<file path="src/hdl/abf_pkg.sv">
// ============================================================================
// abf_pkg: shared types and constants for the allocation bitmap
// Word layout, request/response word formats, mode codes, FSM states and
// the lowest-set-bit search used during scans.
// ============================================================================
package abf_pkg;

	localparam int MAX_BITS    = 1024;
	localparam int WORD_BITS   = 64;
	localparam int WORD_COUNT  = (MAX_BITS + WORD_BITS - 1) / WORD_BITS;
	localparam int INDEX_W     = $clog2(MAX_BITS);
	localparam int COUNT_W     = INDEX_W + 1;
	localparam int BIT_SEL_W   = $clog2(WORD_BITS);
	localparam int WORD_SEL_W  = INDEX_W - BIT_SEL_W;
	localparam int MODE_W      = 4;

	localparam logic [COUNT_W-1:0] COUNT_MAX   = COUNT_W'(MAX_BITS);
	localparam logic [COUNT_W-1:0] COUNT_RESET = COUNT_W'(1024);

	// request modes
	typedef enum logic [MODE_W-1:0] {
		MODE_SET       = 4'd0,
		MODE_CLEAR     = 4'd1,
		MODE_TEST      = 4'd2,
		MODE_FIND_SET  = 4'd3,
		MODE_FIND_CLR  = 4'd4,
		MODE_SET_ALL   = 4'd5,
		MODE_CLEAR_ALL = 4'd6,
		MODE_ALL_CLR   = 4'd7,
		MODE_ALL_SET   = 4'd8
	} mode_t;

	typedef enum logic [1:0] {
		ST_IDLE,
		ST_BIT,
		ST_SCAN,
		ST_DONE
	} state_t;

	typedef struct packed {
		logic [MODE_W-1:0]  mode;
		logic [INDEX_W-1:0] bit_index;
	} req_word_t;

	typedef struct packed {
		logic               flag;
		logic [INDEX_W-1:0] found_index;
		logic               range_error;
	} rsp_word_t;

	// position of the lowest set bit, halving the window each step
	function automatic logic [BIT_SEL_W-1:0] lowest_set(input logic [WORD_BITS-1:0] w);
		logic [WORD_BITS-1:0] v;
		logic [WORD_BITS-1:0] lo_mask;
		logic [BIT_SEL_W-1:0] p;
		v = w;
		p = '0;
		for (int l = BIT_SEL_W - 1; l >= 0; l--) begin
			lo_mask = {WORD_BITS{1'b1}} >> (WORD_BITS - (1 << l));
			if ((v & lo_mask) == '0) begin
				p[l] = 1'b1;
				v = v >> (1 << l);
			end
		end
		return p;
	endfunction

endpackage

</file>
<file path="src/hdl/abf_ram.sv">
// ============================================================================
// abf_ram: generic single-clock RAM
// One write port and one read port, read data registered.
// ============================================================================
module abf_ram #(
	parameter int WIDTH = 64,
	parameter int DEPTH = 16
) (
	input  logic                     clk,
	input  logic                     we,
	input  logic [$clog2(DEPTH)-1:0] waddr,
	input  logic [WIDTH-1:0]         wdata,
	input  logic                     re,
	input  logic [$clog2(DEPTH)-1:0] raddr,
	output logic [WIDTH-1:0]         rdata
);

	logic [WIDTH-1:0] mem_q [DEPTH];

	// write port
	always_ff @(posedge clk) begin
		if (we) begin
			mem_q[waddr] <= wdata;
		end
	end

	// registered read port
	always_ff @(posedge clk) begin
		if (re) begin
			rdata <= mem_q[raddr];
		end
	end

endmodule

</file>
<file path="src/hdl/allocation_bitmap_find_first.sv">
// ============================================================================
// allocation_bitmap_find_first: allocation bitmap with first-set/clear search
// Bitmap of MAX_BITS marks in a word RAM; set, clear, test, find and
// whole-map operations, one response per request.
// ============================================================================
// Usage:
//   Requests arrive on req/req_valid and are taken when req_stall is low.
//   Each request yields exactly one word on rsp/rsp_valid, held until a
//   cycle with rsp_stall low. Requests are handled one at a time.
//   Steps from the accepting edge to response valid:
//     set/clear/test in range: word read, modify/write, done
//     out-of-range, set all, clear all, unused modes, empty map: done only
//     find and all-bits queries: scan of the live words, then done; the
//       scan reads one RAM word per cycle through the single read port.
//   The input reopens as the response is loaded.
//   Set all / clear all need no RAM pass: a per-word valid bit plus a fill
//   value stand in for the words until each one is written again.
//   Reset (arst_n low) marks all bits set and sets the bit count to 1024;
//   no clearing pass is needed. cfg_wr_en writes the bit count; the user
//   must do so only while idle, as the block does not enforce it.
//   A stalled response does not block the next request: the block works
//   on it and only waits if its own response is ready before the slot frees.
// ============================================================================
module allocation_bitmap_find_first (
	input  logic                              clk,
	input  logic                              arst_n,
	input  logic                              req_valid,
	output logic                              req_stall,
	input  abf_pkg::req_word_t                req,
	output logic                              rsp_valid,
	input  logic                              rsp_stall,
	output abf_pkg::rsp_word_t                rsp,
	input  logic                              cfg_wr_en,
	input  logic [abf_pkg::COUNT_W-1:0]       cfg_wr_data
);

	abf_pkg::state_t                      state_q, state_nxt;
	abf_pkg::req_word_t                   req_q;
	abf_pkg::rsp_word_t                   res_q, rsp_q;
	logic                                 rsp_valid_q;
	logic [abf_pkg::COUNT_W-1:0]          bits_in_use_q;
	logic [abf_pkg::WORD_COUNT-1:0]       word_vld_q;
	logic                                 fill_q;
	logic                                 vld_s1;
	logic [abf_pkg::WORD_SEL_W-1:0]       scan_w_q, last_w_q;
	logic [abf_pkg::BIT_SEL_W-1:0]        rem_q;

	logic                                 ram_we, ram_re;
	logic [abf_pkg::WORD_SEL_W-1:0]       ram_waddr, ram_raddr;
	logic [abf_pkg::WORD_BITS-1:0]        ram_wdata, ram_rdata;

	logic                                 accept, out_free;
	logic [abf_pkg::COUNT_W-1:0]          live_n, live_n_m1;
	logic                                 in_range, live_zero;
	logic                                 is_bit_op, is_scan_op, want_one;
	logic [abf_pkg::WORD_SEL_W-1:0]       req_word_sel, q_word_sel;
	logic [abf_pkg::BIT_SEL_W-1:0]        q_bit_sel;
	logic [abf_pkg::WORD_BITS-1:0]        cur_word, target, live_mask, hits;
	logic                                 hit, scan_last;

	abf_ram #(
		.WIDTH (abf_pkg::WORD_BITS),
		.DEPTH (abf_pkg::WORD_COUNT)
	) u_store (
		.clk   (clk),
		.we    (ram_we),
		.waddr (ram_waddr),
		.wdata (ram_wdata),
		.re    (ram_re),
		.raddr (ram_raddr),
		.rdata (ram_rdata)
	);

	// handshake
	assign accept    = req_valid && !req_stall;
	assign req_stall = (state_q != abf_pkg::ST_IDLE);
	assign out_free  = !rsp_valid_q || !rsp_stall;
	assign rsp_valid = rsp_valid_q;
	assign rsp       = rsp_q;

	// effective count and range check
	assign live_n    = (bits_in_use_q > abf_pkg::COUNT_MAX) ? abf_pkg::COUNT_MAX : bits_in_use_q;
	assign live_n_m1 = live_n - abf_pkg::COUNT_W'(1);
	assign live_zero = (live_n == '0);
	assign in_range  = ({1'b0, req.bit_index} < live_n);
	assign req_word_sel = req.bit_index[abf_pkg::INDEX_W-1:abf_pkg::BIT_SEL_W];
	assign q_word_sel   = req_q.bit_index[abf_pkg::INDEX_W-1:abf_pkg::BIT_SEL_W];
	assign q_bit_sel    = req_q.bit_index[abf_pkg::BIT_SEL_W-1:0];

	// mode classes of the incoming request
	always_comb begin
		is_bit_op  = 1'b0;
		is_scan_op = 1'b0;
		unique case (req.mode)
			abf_pkg::MODE_SET, abf_pkg::MODE_CLEAR, abf_pkg::MODE_TEST:
				is_bit_op = 1'b1;
			abf_pkg::MODE_FIND_SET, abf_pkg::MODE_FIND_CLR,
			abf_pkg::MODE_ALL_CLR, abf_pkg::MODE_ALL_SET:
				is_scan_op = 1'b1;
			default: ;
		endcase
	end

	// search polarity of the held request: look for ones or for zeros
	always_comb begin
		unique case (req_q.mode)
			abf_pkg::MODE_FIND_SET, abf_pkg::MODE_ALL_CLR: want_one = 1'b1;
			default:                                       want_one = 1'b0;
		endcase
	end

	// current word, invalid words read as the fill value
	assign cur_word  = vld_s1 ? ram_rdata : {abf_pkg::WORD_BITS{fill_q}};
	assign target    = want_one ? cur_word : ~cur_word;
	assign scan_last = (scan_w_q == last_w_q);
	assign live_mask = (scan_last && rem_q != '0)
		? ((abf_pkg::WORD_BITS'(1) << rem_q) - abf_pkg::WORD_BITS'(1))
		: {abf_pkg::WORD_BITS{1'b1}};
	assign hits = target & live_mask;
	assign hit  = |hits;

	// next state
	always_comb begin
		state_nxt = state_q;
		unique case (state_q)
			abf_pkg::ST_IDLE: begin
				if (accept) begin
					if (is_bit_op && in_range)
						state_nxt = abf_pkg::ST_BIT;
					else if (is_scan_op && !live_zero)
						state_nxt = abf_pkg::ST_SCAN;
					else
						state_nxt = abf_pkg::ST_DONE;
				end
			end
			abf_pkg::ST_BIT:  state_nxt = abf_pkg::ST_DONE;
			abf_pkg::ST_SCAN: begin
				if (hit || scan_last)
					state_nxt = abf_pkg::ST_DONE;
			end
			abf_pkg::ST_DONE: begin
				if (out_free)
					state_nxt = abf_pkg::ST_IDLE;
			end
			default: state_nxt = abf_pkg::ST_IDLE;
		endcase
	end

	// RAM controls
	always_comb begin
		ram_re    = 1'b0;
		ram_raddr = '0;
		ram_we    = 1'b0;
		ram_waddr = q_word_sel;
		ram_wdata = cur_word;
		unique case (state_q)
			abf_pkg::ST_IDLE: begin
				if (accept && ((is_bit_op && in_range) || (is_scan_op && !live_zero))) begin
					ram_re    = 1'b1;
					ram_raddr = is_bit_op ? req_word_sel : '0;
				end
			end
			abf_pkg::ST_BIT: begin
				if (req_q.mode == abf_pkg::MODE_SET || req_q.mode == abf_pkg::MODE_CLEAR) begin
					ram_we = 1'b1;
					ram_wdata[q_bit_sel] = (req_q.mode == abf_pkg::MODE_SET);
				end
			end
			abf_pkg::ST_SCAN: begin
				if (!hit && !scan_last) begin
					ram_re    = 1'b1;
					ram_raddr = scan_w_q + abf_pkg::WORD_SEL_W'(1);
				end
			end
			default: ;
		endcase
	end

	// control state
	always_ff @(posedge clk or negedge arst_n) begin
		if (!arst_n) begin
			state_q       <= abf_pkg::ST_IDLE;
			rsp_valid_q   <= 1'b0;
			bits_in_use_q <= abf_pkg::COUNT_RESET;
			word_vld_q    <= '0;
			fill_q        <= 1'b1;
		end else begin
			state_q <= state_nxt;
			if (cfg_wr_en)
				bits_in_use_q <= cfg_wr_data;
			// whole-map fill: drop every word back to the fill value
			if (accept && (req.mode == abf_pkg::MODE_SET_ALL ||
				req.mode == abf_pkg::MODE_CLEAR_ALL)) begin
				word_vld_q <= '0;
				fill_q     <= (req.mode == abf_pkg::MODE_SET_ALL);
			end
			if (ram_we)
				word_vld_q[ram_waddr] <= 1'b1;
			// output register
			if (state_q == abf_pkg::ST_DONE && out_free)
				rsp_valid_q <= 1'b1;
			else if (!rsp_stall)
				rsp_valid_q <= 1'b0;
		end
	end

	// datapath registers
	always_ff @(posedge clk) begin
		if (ram_re)
			vld_s1 <= word_vld_q[ram_raddr];
		if (state_q == abf_pkg::ST_DONE && out_free)
			rsp_q <= res_q;
		unique case (state_q)
			abf_pkg::ST_IDLE: begin
				if (accept) begin
					req_q    <= req;
					scan_w_q <= '0;
					last_w_q <= live_n_m1[abf_pkg::INDEX_W-1:abf_pkg::BIT_SEL_W];
					rem_q    <= live_n[abf_pkg::BIT_SEL_W-1:0];
					// empty map: both whole-map answers are true
					res_q.flag        <= (req.mode == abf_pkg::MODE_ALL_CLR ||
						req.mode == abf_pkg::MODE_ALL_SET) && live_zero;
					res_q.found_index <= '0;
					res_q.range_error <= is_bit_op && !in_range;
				end
			end
			abf_pkg::ST_BIT: begin
				res_q.flag <= (req_q.mode == abf_pkg::MODE_TEST) && cur_word[q_bit_sel];
			end
			abf_pkg::ST_SCAN: begin
				if (hit) begin
					if (req_q.mode == abf_pkg::MODE_FIND_SET ||
						req_q.mode == abf_pkg::MODE_FIND_CLR) begin
						res_q.flag        <= 1'b1;
						res_q.found_index <= {scan_w_q, abf_pkg::lowest_set(hits)};
					end else begin
						res_q.flag <= 1'b0;
					end
				end else if (scan_last) begin
					res_q.flag <= (req_q.mode == abf_pkg::MODE_ALL_CLR ||
						req_q.mode == abf_pkg::MODE_ALL_SET);
				end else begin
					scan_w_q <= scan_w_q + abf_pkg::WORD_SEL_W'(1);
				end
			end
			default: ;
		endcase
	end

`ifndef SYNTHESIS
	// store is written only in the modify step of a bit request
	assert property (@(posedge clk) disable iff (!arst_n)
		ram_we |-> (state_q == abf_pkg::ST_BIT))
		else $error("bitmap write outside modify step");

	// scan never runs past the last live word
	assert property (@(posedge clk) disable iff (!arst_n)
		(state_q == abf_pkg::ST_SCAN) |-> (scan_w_q <= last_w_q))
		else $error("scan beyond last live word");

	// a finished request with a free slot lands in the output and frees the block
	assert property (@(posedge clk) disable iff (!arst_n)
		(state_q == abf_pkg::ST_DONE && out_free) |=>
			(rsp_valid_q && state_q == abf_pkg::ST_IDLE))
		else $error("result not delivered from done state");

	// a waiting response is not disturbed by work on the next request
	assert property (@(posedge clk) disable iff (!arst_n)
		(rsp_valid_q && rsp_stall) |=> (rsp_valid_q && $stable(rsp_q)))
		else $error("stalled response overwritten");

	// a found index is always below the live count
	assert property (@(posedge clk) disable iff (!arst_n)
		(state_q == abf_pkg::ST_DONE && res_q.flag &&
			(req_q.mode == abf_pkg::MODE_FIND_SET || req_q.mode == abf_pkg::MODE_FIND_CLR))
		|-> ({1'b0, res_q.found_index} < live_n))
		else $error("found index outside live range");
`endif

endmodule
</file>
<file path="config.mk">
export PLATFORM = sky130hd
export DESIGN_NAME = allocation_bitmap_find_first
export DESIGN_NICKNAME = d
export VERILOG_FILES = /design/src/hdl/abf_pkg.sv /design/src/hdl/abf_ram.sv /design/src/hdl/allocation_bitmap_find_first.sv
export SDC_FILE = /design/constraint.sdc
export NUM_CORES = 1
export LEC_CHECK = 0
export BUFFER_PORTS_ARGS = -buffer_cell sky130_fd_sc_hd__buf_2
export CORE_MARGIN = 4
export CORE_UTILIZATION = 40
export CTS_CLUSTER_DIAMETER = 150
export DETAILED_ROUTE_END_ITERATION = 10
export PLACE_DENSITY = 0.62
export SETUP_SLACK_MARGIN = 0.15
export SLEW_MARGIN = 20
export SYNTH_ARGS = -nofsm -noshare
export SYNTH_HDL_FRONTEND = slang
export SYNTH_HIERARCHICAL = 1
export SYNTH_SLANG_ARGS = --single-unit
</file>
<file path="constraint.sdc">
create_clock -name clk -period 7.8 [get_ports clk]
set_input_delay 0.39 -clock clk [delete_from_list [all_inputs] [get_ports clk]]
set_output_delay 0.39 -clock clk [all_outputs]
set_load 0.02 [all_outputs]
</file>
; After elaboration in Yosys (flattened, before gate mapping)
; Memory sizes are Yosys's and may differ from the RTL's. A register that Yosys moved wholly into a read port is not among the register bits.
; Index checks and enable logic that the tools add are counted.
[totals]
memories = 1
word_cells = 187
register_bits = 84
ramBits = 1024
output_inout_bits = 14
[op_classes]
eq_ne = 27
magnitude_cmp = 7
reduce_logical = 51
n_mux = 77
addsub = 3
bitwise = 3
shifts = 1
[mem_list]
columns = name, depth, width, read_ports, rd_clocked_by_memory_dff, wr, line_no
row1 = u_store.mem_q, 16, 64, 1, 1, 1, abf_ram.sv:18  ; logic [WIDTH-1:0] mem_q [DEPTH];
[op_table]
columns = cell, count
row1 = $logic_not A64 Y1, 6
row2 = $mux W64, 5
row3 = $mux W31, 4
row4 = $and A64 B64 Y64, 1
row5 = $bwmux W64, 1
row6 = $not A64 Y64, 1
row7 = $reduce_or A64 Y1, 1
row8 = $shl A1 B6 Y64 const A, 1
row9 = $sub A64 B1 Y64 const B, 1
row10 = $mux W15, 4
row11 = $mux W16, 2
row12 = $mux W1, 29
row13 = $mux W7, 4
row14 = $eq A4 B3 Y1 const B, 6
row15 = $mux W4, 6
row16 = $mux W10, 2
row17 = $pmux W10 S2, 1
row18 = $eq A4 B2 Y1 const B, 4
row19 = $or A16 B16 Y16, 1
row20 = $pmux W4 S2, 2
row21 = $ne A2 B2 Y1 const B, 7
row22 = $logic_and A1 B1 Y1, 13
row23 = $mux W12, 1
row24 = $mux W3, 4
row25 = 38 further kinds, 62

; Longest topological paths before layout
[logic_depth]
word_depth = 35
mapped_depth = 24

; Modules after synthesis
; The synthesis kept the hierarchy.
[by_module_without_submodules]
columns = mod, cells_per_inst, n_inst, area_each_um2, seq_area_each_um2
row1 = abf_ram, 1647, 1, 40222.3, 32671.3
row2 = allocation_bitmap_find_first, 1207, 1, 9649.3, 2369.8

; Worst setup path before layout
; Ideal clock, no wire load.
[synth_path]
kind = register -> register
from = reg state_q[1]
to = mem u_store.mem_q[0][0], enable pin
setup_slack_ps = 1283
path_stages_with_launch = 8
setup_time_ps = 565
period_less_slack_ps = 6517
path_buffers = 0
arrival_ps = 5953
path_cell_list = dfrtp_1 > inv_1 > ha_1 > nand2_1 > or2_2 > inv_1 > or3b_2 > nor3_1
[synth_via]
elab_chain_len = 4
[synth_lines]
columns = element, line_no
row1 = "start, declared", allocation_bitmap_find_first.sv:37  ; abf_pkg::state_t state_q, state_nxt;
row2 = "start signal, assigned", allocation_bitmap_find_first.sv:182  ; state_q <= abf_pkg::ST_IDLE;
row3 = "start signal, assigned", allocation_bitmap_find_first.sv:188  ; state_q <= state_nxt;
row4 = $eq A2 B1 Y1, allocation_bitmap_find_first.sv:156  ; unique case (state_q)
row5 = $mux W1, allocation_bitmap_find_first.sv:156
row6 = named net ram_we, allocation_bitmap_find_first.sv:48  ; logic ram_we, ram_re;
row7 = $mux W1, abf_ram.sv:22  ; if (we) begin
row8 = $mux W1 (not written as such), abf_ram.sv:23  ; mem_q[waddr] <= wdata;
row9 = "end, declared", abf_ram.sv:18
; The timed path passes the listed nets, and every way through them passes these cells.

; Worst setup path after layout
[layout_path]
from = reg rem_q[3] (netlist bit)
to = reg u_store.rdata[25], read port of u_store.mem_q, data pin
[layout_via]
elab_chain_len = 9
elab_cells_between_ends = 13
[layout_lines]
columns = element, line_no
row1 = "start, declared", allocation_bitmap_find_first.sv:46  ; logic [abf_pkg::BIT_SEL_W-1:0] rem_q;
row2 = "start signal, assigned", allocation_bitmap_find_first.sv:219  ; rem_q <= live_n[abf_pkg::BIT_SEL_W-1:0];
row3 = $shl A1 B6 Y64 or $reduce_bool A6 Y1 (tied branches), "allocation_bitmap_find_first.sv:117, allocation_bitmap_find_first.sv:116"
row4 = $sub A64 B1 Y64 or $logic_and A1 B1 Y1 (tied branches), "allocation_bitmap_find_first.sv:117, allocation_bitmap_find_first.sv:116"
row5 = $mux W64 *, allocation_bitmap_find_first.sv:117  ; ? ((abf_pkg::WORD_BITS'(1) << rem_q) - abf_pkg::WORD_BITS'(1))
row6 = $and A64 B64 Y64 *, allocation_bitmap_find_first.sv:119  ; assign hits = target & live_mask;
row7 = $reduce_or A64 Y1 *, allocation_bitmap_find_first.sv:120  ; assign hit = |hits;
row8 = $logic_not A1 Y1 *, allocation_bitmap_find_first.sv:170  ; if (!hit && !scan_last) begin
row9 = $logic_and A1 B1 Y1 *, allocation_bitmap_find_first.sv:170
row10 = $mux W4 *, allocation_bitmap_find_first.sv:170
row11 = $pmux W4 S2 *, allocation_bitmap_find_first.sv:156
row12 = "named net ram_raddr, one bit", allocation_bitmap_find_first.sv:49  ; logic [abf_pkg::WORD_SEL_W-1:0] ram_waddr, ram_raddr;
row13 = "end, declared", abf_ram.sv:15  ; output logic [WIDTH-1:0] rdata
; Mark *: on every way through the listed nets, which the timed path passes. The rest lies on a longest branch.
; A chain may end at the register's enable or synchronous reset.

==> results.yml <==
placed_design:
  dpl.hpwl_um: 93900
  place_area_mm2: 0.0531
  gp_congestion: 0.965
  port-buffer-count: 43
drt:
  firstDrtPassIters: 6
  vias_per_cell: 6.06
  ant_nets: 0
  drt_iter0_drc: 3714
  wl_per_cell_um: 31.1
  wirelength_um: 148000
  drc: 0
  vias: 28900
floorplan:
  start_util_pct: 40.3
  dieArea_mm2: 0.130
  core_region_area_mm2: 0.124
  rows: 129
  die_h_um: 361
  num_io_pins: 44
  die_x_um: 361
setup_path:
  reg2reg_setup_slack_ns: 1.37
  slowest_delay_ns: 0.72
  crit_chain: "or4_1, nor2_2, inv_1, ha_1, inv_1, a21oi_1, buf_4, and3_1, o41ai_2, nor4b_2, and4_1, nand4_1, nor3_2, a22o_4, buf_12, buf_12, mux4_2, a22oi_1, nand2_1"
  r2r-end: "u_store/rdata[25]$_DFFE_PP_"
  path_max_fanout: 27
  worst-endpoint-required_ns: 8.27
  start_kind: "flip-flop"
  reg2reg_from: "rem_q[3]$_DFFE_PP_"
  slowest_stage: "or4_1"
  r2r_cells: 19
  crit_path_end_kind: "flip-flop"
  criticalPathCategory: "reg -> reg"
  critPathArrivalTime_ns: 6.89
power:
  leakagePower_nw: 17.7
  comb_power_share_pct: 11.6
  vdd_drop_max_uv: 171
  intPower_mw: 10.9
  power.net_switching_mw: 3.67
  p_clk_share_pct: 38.1
  p_total_mw: 14.6
  swShare_pct: 25.2
  pwr-share-seq_pct: 50.3
  power_density_mw_per_mm2: 254
clock_tree:
  clk_latency_ns: 0.74
  cts_tree: "done"
  cts_root_buffer: "clkbuf_16"
  post_cts_resized: 0
  cts-hold-fix-buffers: 27
  post_cts_buffers: 0
  clock_sinks: 1172
  cts_made_buffers: 118
  cts_buffer_depth: 3
  cts_max_level: 3
  path_clk_slew_ns: 0.07
finish:
  nNetsFinal: 3071
  fin_util_pct: 46.4
  final_cell_mix: "edfxtp_1 (1,141), mux4_2 (258), nand2_1 (201)"
  layout-drive-gt1-share_pct: 24.6
  final_common_cell: "edfxtp_1"
  fin_area_mm2: 0.0574
  area_growth_pct: 15.1
yosys:
  yosysSeqAreaShare_pct: 70.3
  synth-async-reset-ratio_pct: 2.65
  netlist_area_mm2: 0.0499
  syn-num-nets: 2899
  ys_ff_latch: 1172
  syn_inst: 2854
  synth_area_leader_cell: "edfxtp_1"
  synthTopCellsByArea: "edfxtp_1 (69%), mux4_2 (12%), mux2i_1 (2.3%), a22oi_1 (2.1%), nand2_1 (1.5%)"
  synth_cell_type_count: 96
  syn_area_per_cell_um2: 17.5
  yosys_warnings: 6
  synth_top_area_share_pct: 68.7
  synthFlopType: "edfxtp_1"
  synth_edf_count: 1141
sta:
  setup_viol: 0
  hold_viol: 0
  post-route-min-period_ns: 6.43
  skew_ns: 0.0422
  relSlewSlack_pct: 28.7
  max_freq_mhz: 156
  grt_setup_unrepaired: "no"
  tightest_slew_ns: 1.07
  tns_ns: 0
  period_share_pct: 82.4
  drv_slew: 0
run_status:
  status: "finished clean"
hold_path:
  hold_path_depth: 2
  min-delay-start: "cfg_wr_en"
  hp-class: "in -> reg"
  hold_end: "bits_in_use_q[10]$_DFFE_PN1P_"
global_routing:
  grt_max_degree: 81
  antenna_found_initial: 1
  grtUsageTotal_pct: 22.5
  grt_pass1_wl_um: 214000
  first_global_vias: 29400
  gr-total-overflow: 0
flow_run:
  drv_cap: 0
cell type report:
class | count | area [um2]
multi-input cells | 1481 | 14300
fillers | 10400 | 66400
clock buffers | 140 | 3100
inverters | 21 | 78.8
repair buffers | 232 | 2150
diodes | 2 | 5.00
flip-flops and latches | 1172 | 35000
clock inverters | 80 | 723
well taps | 1637 | 2050
layer usage:
layer / track usage, % / wire length, um
met4: 6.97 / 4720
met3: 3.59 / 10200
met1: 31.1 / 60900
met2: 37.1 / 72200
met5: 0 / 0
metrics by stage:
step                      instances  hold WS [ns]  setup WS, ns
after CTS                      4761        0.0710          1.46
after detailed placement       4514         0.405          1.48
after floorplan                2854        0.0944          1.28
final                          4765         0.115          1.37
after global routing           4763         0.121          1.07
after global placement         4514         0.401          1.55
worst max path at each step:
stage,endpoint,startpoint,slack [ns]
6_report,u_store/rdata[25]$_DFFE_PP_,rem_q[3]$_DFFE_PP_,1.37
5_1_grt,u_store/rdata[60]$_DFFE_PP_,rem_q[3]$_DFFE_PP_,1.07
4_1_cts,u_store/rdata[25]$_DFFE_PP_,rem_q[3]$_DFFE_PP_,1.46
3_5_place_dp,u_store/rdata[25]$_DFFE_PP_,rem_q[3]$_DFFE_PP_,1.48
3_3_place_gp,u_store/rdata[25]$_DFFE_PP_,rem_q[3]$_DFFE_PP_,1.55
2_1_floorplan,u_store/mem_q[0][0]$_DFFE_PP_,state_q[1]$_DFFE_PN0P_,1.28
registers in the layout, indices dropped and copies added (netlist names):
register,count
state_q,2
fill_q,1
scan_w_q,4
u_store/rdata,64
u_store/mem_q,1024
rsp_valid,1
req_q,4
vld_s1,1
last_w_q,4
bits_in_use_q,11
rsp,12
word_vld_q,16
rem_q,6
q_word_sel,4
res_q,12
q_bit_sel,6
worst max-delay path: cells and delay by family (launching register included):
family	cells	cell delay [ns]
AO/OA/AOI/OAI	4	1.08
multiplexers	1	0.29
flip-flops	1	0.38
adder cells (fa/ha/maj)	1	0.42
AND/OR/NAND/NOR	8	2.80
buffers and inverters	5	1.12
power by group through the flow:
stage	registers [mW]	clock network [mW]	logic, mW
global placement	7.46	0	1.62
floorplan	7.44	0	0.972
finish	7.34	5.56	1.69
detailed placement	7.47	0	1.64
global route	7.35	5.96	1.79
CTS	7.34	5.67	1.66
cell usage after synthesis, types with 6 or more instances:
library cell,instances
a211o_1,6
a211oi_1,12
a21o_1,10
a21oi_1,83
a22o_1,6
a22oi_1,138
a31oi_1,38
a41oi_1,7
and2_1,14
and3_1,12
buf_1,31
buf_2,44
buf_4,9
buf_6,15
clkbuf_1,81
dfrtp_1,29
edfxtp_1,1141
ha_1,15
inv_1,21
mux2_2,15
mux2i_1,116
mux4_2,258
nand2_1,202
nand2b_1,13
nand3_1,35
nand3b_1,6
nand4_1,21
nor2_1,110
nor2b_1,17
nor3_1,31
nor4_1,12
o211ai_1,12
o21ai_0,54
o22ai_1,10
o31ai_1,17
or2_2,12
or3_1,9
xnor2_1,72
xor2_1,9
logic make-up (layout without fill, tap and decap cells):
group / Yosys count / count (layout) / share of synthesized area (%)
flops: 1172 / 1172 / 70.3
simple gates: 536 / 536 / 5.28
compound gates: 460 / 460 / 6.43
mux: 389 / 389 / 14.3
buf+inv: 201 / 473 / 1.92
xor+xnor: 81 / 81 / 1.42
fa+ha+maj: 15 / 15 / 0.376
other cells: 0 / 2 / 0
Note: power is estimated with default switching activity, not from simulation.
